===== config.mk =====
export PLATFORM = sky130hd
export DESIGN_NAME = vna_queue
export DESIGN_NICKNAME = d
export VERILOG_FILES = /design/src/rtl/core/vna_pkg.sv /design/src/rtl/core/vna_queue.sv
export SDC_FILE = /design/constraint.sdc
export NUM_CORES = 1
export LEC_CHECK = 0
export ABC_AREA = 1
export BUFFER_PORTS_ARGS = -buffer_cell sky130_fd_sc_hd__buf_2
export CORE_MARGIN = 4
export CORE_UTILIZATION = 30
export DETAILED_ROUTE_END_ITERATION = 8
export PLACE_DENSITY = 0.55
export SLEW_MARGIN = 5
export SYNTH_ARGS = -nofsm -noshare
export SYNTH_HDL_FRONTEND = slang
export SYNTH_SLANG_ARGS = --single-unit

===== constraint.sdc =====
create_clock -name clock -period 3.5 [get_ports clock]
set_input_delay 0.525 -clock clock [delete_from_list [all_inputs] [get_ports clock]]
set_output_delay 0.525 -clock clock [all_outputs]
set_load 0.05 [all_outputs]

===== src/rtl/core/vna_pkg.sv =====
// vna_pkg: shared types, widths and codes of the vertex normal accumulator
// used by every module under rtl/core except vna_ram; depends on nothing
package vna_pkg;

   localparam int VERTICES_DEF = 1024;
   localparam int QUEUE_DEPTH  = 4;

   localparam int IDX_W      = 10;
   localparam int COORD_W    = 16;
   localparam int ACC_W      = 48;
   localparam int EDGE_W     = 17;
   localparam int PROD_W     = 34;
   localparam int CROSS_W    = 35;
   localparam int COMP_W     = 16;
   localparam int REQ_DATA_W = 88;
   localparam int RSP_DATA_W = 64;

   // item kind carried in req_tuser
   typedef enum logic [1:0] {
      FUNC_LOAD = 2'd0,
      FUNC_TRI  = 2'd1,
      FUNC_READ = 2'd2,
      FUNC_NONE = 2'd3
   } func_type;

   // classified work for the back end
   typedef enum logic [1:0] {
      OP_LOAD     = 2'd0,
      OP_TRI      = 2'd1,
      OP_READ     = 2'd2,
      OP_READ_BAD = 2'd3
   } op_type;

   typedef struct packed {
      op_type                   op;
      logic [IDX_W-1:0]         vertex;
      logic signed [COORD_W-1:0] px;
      logic signed [COORD_W-1:0] py;
      logic signed [COORD_W-1:0] pz;
      logic [IDX_W-1:0]         ca;
      logic [IDX_W-1:0]         cb;
      logic [IDX_W-1:0]         cc;
   } cmd_type;

   typedef struct packed {
      logic signed [COORD_W-1:0] x;
      logic signed [COORD_W-1:0] y;
      logic signed [COORD_W-1:0] z;
   } pos_type;

   typedef struct packed {
      logic signed [ACC_W-1:0] x;
      logic signed [ACC_W-1:0] y;
      logic signed [ACC_W-1:0] z;
   } acc_type;

   typedef struct packed {
      logic [IDX_W-1:0]          vertex;
      logic signed [COMP_W-1:0]  x;
      logic signed [COMP_W-1:0]  y;
      logic signed [COMP_W-1:0]  z;
      logic                      degenerate;
   } result_type;

   // back end status seen by the front end
   typedef struct packed {
      logic clearing;
   } back_status_type;

endpackage


===== src/rtl/core/vna_queue.sv =====
// vna_queue: short command queue between front and back end
// depends on vna_pkg (cmd_type); DEPTH must be a power of two
module vna_queue import vna_pkg::*; #(
   parameter int DEPTH = QUEUE_DEPTH
) (
   input  logic    clock,
   input  logic    reset,
   input  logic    push,
   input  cmd_type push_cmd,
   input  logic    pop,
   output cmd_type head,
   output logic    empty,
   output logic    full
);

   localparam int PTR_W = $clog2(DEPTH);

   cmd_type          slot_ff [DEPTH];
   logic [PTR_W-1:0] wr_ptr_ff;
   logic [PTR_W-1:0] rd_ptr_ff;
   logic [PTR_W:0]   count_ff;
   logic [PTR_W:0]   count_in;

   assign empty = (count_ff == '0);
   assign full  = (count_ff == (PTR_W+1)'(DEPTH));
   assign head  = slot_ff[rd_ptr_ff];

   always_comb begin
      count_in = count_ff;
      if (push && !pop) begin
         count_in = count_ff + 1'b1;
      end else if (pop && !push) begin
         count_in = count_ff - 1'b1;
      end
   end

   // pointers and fill count
   always_ff @(posedge clock) begin
      if (reset) begin
         wr_ptr_ff <= '0;
         rd_ptr_ff <= '0;
         count_ff  <= '0;
      end else begin
         count_ff <= count_in;
         if (push) begin
            wr_ptr_ff <= wr_ptr_ff + 1'b1;
         end
         if (pop) begin
            rd_ptr_ff <= rd_ptr_ff + 1'b1;
         end
      end
   end

   // payload slots
   always_ff @(posedge clock) begin
      if (push) begin
         slot_ff[wr_ptr_ff] <= push_cmd;
      end
   end

endmodule


==> impl_metrics.ini, run 1 <==
[status]
outcome = finished clean

[yosys]
yosys_warnings = 0
synth_area_sq_mm = 0.0137
synth_top_cell_area_share = 0.788
ys.flop_type = edfxtp_1
post_synth_num_cell_types = 21
async_reset_ff_frac = 0
synth-seq-cells = 369
synth_area_leaders = edfxtp_1, o21ai_0, nor2_1
syn_nets = 1028
post_synth.cell_area_avg_sq_um = 14.8
synth_cells = 928
synth-edff-count = 360
ys_seq_area_frac = 0.801
yosysTopAreaCell = edfxtp_1

[place]
io_buffers = 185
gp_congestion = 0.686
hpwlAfterDp_microns = 17400

[route]
totalWireLength_microns = 31500
routedWlPerCell_microns = 18.0
via_per_inst = 4.69
drc_errors = 0
vias = 8190
drt_iter0_markers = 440
ant_nets = 0
drt_first_pass_iters = 4

[global_routing]
grtUsageTotal = 0.125
antenna_found_initial = 2
grt_pass1_wl_microns = 48500
grt_pass1_vias = 8256
grt_overflow_total = 0
grt_max_degree = 181

[power]
p_comb_frac = 0.127
switchingPower_mw = 2.76
p_int_mw = 7.81
peakVddDrop_v = 0.000466
p_clk_frac = 0.391
switching_share = 0.261
p_leak_nw = 5.75
pwr-share-seq = 0.482
power.density_mw_per_mm2 = 635

[sta]
setup_viol = 0
worstMarginPinSlew_ps = 775
max_freq_mhz = 345
min_period_ps = 2900
finClkSkew_ps = 15.5
hold_ws_ps = 152
max_slew_margin = 0.484
slew_viol_final = 0
setup-tns-final_ps = 0
hold_violations = 0
rsz0062_at_grt = no
fin_crit_sh = 0.828

[floorplan]
start_util = 0.303
rows = 78
die_area_sq_mm = 0.0492
coreArea_sq_mm = 0.0453
die-width_microns = 222
io_pins = 186
fp.dieH_microns = 222

[clock_tree]
clock_latency_ps = 540
clkTransAtPathRegs_ps = 60
cts_tree = built
cts.sinks = 369
cts_root_buf = clkbuf_16
cts_buffers = 41
cts.path.max_buffers = 3
ctsHoldBuffers = 0
post_cts_resized = 0
post-cts-setup-buffers = 0
htreeDepth = 2

[critical_path]
worstPathMaxFanout = 180
ff2ff_path_depth = 5
crit_type = reg2out
crit_required_ps = 2970
crit_path_start_kind = flip-flop
endpoint_kind = output port
arrival_ps = 2370

[final_layout]
syn2layout_area_growth_pct = 21.4
final_common_cell = edfxtp_1
nets = 1218
layout_common_cells = edfxtp_1, nor2_1, buf_2, o21ai_0, o22ai_1
diodes = 0
drive_above_1_share = 0.235

[worst_hold_path]
hold_class = in2reg
holdPathStages = 2

[flow_run]
maxCapViolCount = 0
-- synthesized netlist by cell type, types with 2 or more instances --
master / instances
o22ai_1: 90
clkbuf_1: 44
nor2_1: 186
o21ai_0: 175
a21oi_1: 3
nand2_1: 9
buf_4: 2
inv_1: 16
edfxtp_1: 360
nor3_1: 2
dfxtp_1: 9
o21ai_1: 10
ha_1: 5
buf_6: 10
-- cells by family (layout without fill, tap and decap cells) --
group	after synthesis	after routing	share of synthesized area
and+or+nand+nor	199	199	0.0549
adders and majority gates	6	6	0.00602
DFF	369	369	0.801
buffers and inverters	75	294	0.0282
xor gates and xnor gates	1	1	0.000638
AOI/OAI and AO/OA	278	278	0.110
-- path summary, 6_finish.rpt --
check | startpoint | end | slack (ps)
worst max-delay path | flip-flop | head[40] | 600
worst min-delay path | reset | count_ff[0]$_SDFFE_PP0P_ | 150
worst max register to register | wr_ptr_ff[0]$_SDFFE_PP0P_ | slot_ff[0][42]$_DFFE_PP_ | 1630
worst min register to register | rd_ptr_ff[1]$_SDFFE_PP0P_ | flip-flop | 450
-- power groups by stage --
stage	registers [mW]	clock network, mW	logic (mW)
global route	5.10	4.46	1.45
detailed placement	5.19	0	1.37
CTS	5.09	4.27	1.37
global placement	5.18	0	1.36
finish	5.09	4.13	1.34
floorplan	5.19	0	0.944
-- area by class of cell --
| class | instances | area, sq um |
|---|---|---|
| well taps | 600 | 751 |
| repair buffers | 205 | 1190 |
| fillers | 4350 | 28600 |
| flip-flops and latches | 369 | 11000 |
| inverters | 17 | 78.8 |
| clock buffers | 54 | 1120 |
| multi-input cells | 484 | 2350 |
| clock inverters | 18 | 175 |
-- layer usage --
layer,wire length [microns],global-route usage
met4,822,0.0432
met1,13800,0.162
met2,15000,0.207
met3,1790,0.0299
met5,27,0
-- state kept, by name, indices dropped and copies added (netlist names), named ones only --
| name | cells |
|---|---|
| rd_ptr_ff | 2 |
| count_ff | 3 |
| wr_ptr_ff | 2 |
| slot_ff | 360 |
-- through the flow --
step	power [mW]	instance area [sq um]	cells	util	setup slack (ps)
final	10.6	16700	1747	0.368	601
after global routing	11.0	16700	1747	0.368	468
after CTS	10.7	16700	1747	0.368	548
after detailed placement	6.56	15400	1675	0.339	1160
after global placement	6.54	15400	1675	0.339	1210
after floorplan	6.13	13700	928	-	728
-- worst max-delay path: stages (launching register included) --
cell and delay [ps]:
dfxtp_4 380, buf_12 530, o21ai_0 190, o22ai_1 280, buf_2 320
No activity file was read; power rests on OpenSTA's default activity.
==> run 2: changes to the inputs <==
==> constraint.sdc (replaced) <==
create_clock -name clock -period 2.8 [get_ports clock]
set_input_delay 0.42 -clock clock [delete_from_list [all_inputs] [get_ports clock]]
set_output_delay 0.42 -clock clock [all_outputs]
set_load 0.05 [all_outputs]
==> run 2 against run 1 <==
  * First-iteration DRC count rose by 28%
  * Critical path type unchanged
  * Highest routed layer unchanged
  * Via count grew 0.34%
  * Worst setup slack lost 440 ps
  * Clock power grew 26%
==> impl_metrics.ini, run 2 (synthesis gave the netlist of run 1 again) <==
[global_routing]
grt_use_met2 = 0.202
use_met1 = 0.170
antenna_found_initial = 5
grt_overflow_total = 0
grt.busiest_layer = met2
grt_pass1_vias = 8201
grt_use_met3 = 0.0340
grtUsageTotal = 0.127
grt_max_degree = 85
grt_pass1_wl_microns = 49200

[worst_hold_path]
hold_class = in2reg

[critical_path]
crit_required_ps = 2380
crit_type = reg2out
crit_path_start_kind = flip-flop
endpoint_kind = output port
arrival_ps = 2220
worstPathMaxFanout = 64

[final_layout]
nets = 1219
final_common_cell = edfxtp_1
regMostFlops = slot_ff
layout_common_cells = edfxtp_1, nor2_1, buf_2, o21ai_0, o22ai_1
utilization = 0.370
syn2layout_area_growth_pct = 22.0
reg_top3 = slot_ff x360, count_ff x3
drive_above_1_share = 0.234
largest_reg_flops = 360
n_fill_cell = 4326
final_area_sq_mm = 0.0167

[power]
p_comb_frac = 0.128
p_int_mw = 9.84
pwr-share-seq = 0.480
peakVddDrop_v = 0.000541
p_leak_nw = 5.79
power.density_mw_per_mm2 = 794
switching_share = 0.260
switchingPower_mw = 3.45
p_clk_frac = 0.393

[floorplan]
die_area_sq_mm = 0.0492
die-width_microns = 222
start_util = 0.303
io_pins = 186
fp.dieH_microns = 222
rows = 78
coreArea_sq_mm = 0.0453

[place]
dpl_cell_area_sq_mm = 0.0154
io_buffers = 185
gp_congestion = 0.702
hpwlAfterDp_microns = 17900

[clock_tree]
ctsHoldBuffers = 0
htreeDepth = 2
clkTransAtPathRegs_ps = 50
cts.sinks = 369
post-cts-setup-buffers = 0
clock_latency_ps = 540
cts_buffers = 41
cts_root_buf = clkbuf_16
cts.path.max_buffers = 3
cts_tree = built
post_cts_resized = 0

[route]
drc_errors = 0
vias = 8218
totalWireLength_microns = 32500
routedWlPerCell_microns = 18.6
drt_iter0_markers = 564
drt_first_pass_iters = 5
ant_nets = 0
via_per_inst = 4.69

[sta]
max_slew_margin = 0.665
slew_viol_final = 0
rsz0062_at_grt = no
setup-tns-final_ps = 0
min_period_ps = 2640
hold_violations = 0
worstMarginPinSlew_ps = 503
setup_viol = 0
max_freq_mhz = 379
fin_crit_sh = 0.943
finClkSkew_ps = 11.8

[status]
outcome = finished clean

[flow_run]
maxCapViolCount = 0
-- run 2: changes by cell type in the layout (fill, tap and decap cells not counted), sizes merged --
cell / previous run / this run
clkbuf: 54 / 61
clkinv: 11 / 8
diode: 0 / 3
clkinvlp: 2 / 0
buf: 205 / 206
inv: 19 / 18
-- run 2: final cells by class --
cell class,count,area (sq um),area share
Inverter,17,78.8,0.00471
Antenna cell,3,7.51,0.000448
Tap cell,600,751,0.0448
Multi-Input combinational cell,484,2350,0.140
Sequential cell,369,11000,0.657
Clock inverter,12,140,0.00837
Clock buffer,61,1160,0.0695
Timing Repair Buffer,206,1250,0.0749
-- run 2: worst paths after layout --
path                             start                  endpoint  slack (ps)  depth (start not counted)
max                          flip-flop                  head[37]         160                          5
min                              reset  count_ff[0]$_SDFFE_PP0P_          50                          2
max reg2reg  wr_ptr_ff[0]$_SDFFE_PP0P_  slot_ff[2][12]$_DFFE_PP_        1030                          5
min reg2reg  rd_ptr_ff[1]$_SDFFE_PP0P_                 flip-flop         430                          1
-- run 2: critical path: stages (launching register included) --
cell and delay [ps]:
dfxtp_4 380, inv_6 240, buf_12 320, o21ai_0 130, o22ai_1 240, buf_2 320
-- run 2: power groups by stage --
stage          Combinational (mW)  Clock, mW  Sequential, mW
3_3_place_gp                 1.71          0            6.49
4_1_cts                      1.72       5.39            6.38
2_1_floorplan                1.18          0            6.49
6_report                     1.70       5.22            6.38
5_1_grt                      1.82       5.65            6.39
3_5_place_dp                 1.71          0            6.49
-- run 2: metal layers --
| layer | vias up | wire (microns) |
|---|---|---|
| met2 | 196 | 15200 |
| met1 | 4071 | 14800 |
| met3 | 58 | 1770 |
| met4 | 6 | 805 |
| met5 | - | 27 |
| li1 | 3887 | - |
-- run 2: per-stage QoR --
stage               std cells  hold slack (ps)  worst slack [ps]  total power, mW
global placement         1675              422               660             8.20
detailed placement       1675              424               645             8.21
global route             1750             8.62              55.8             13.9
finish                   1752             45.3               160             13.3
CTS                      1748             1.33              32.5             13.5
floorplan                 928              412              27.7             7.67
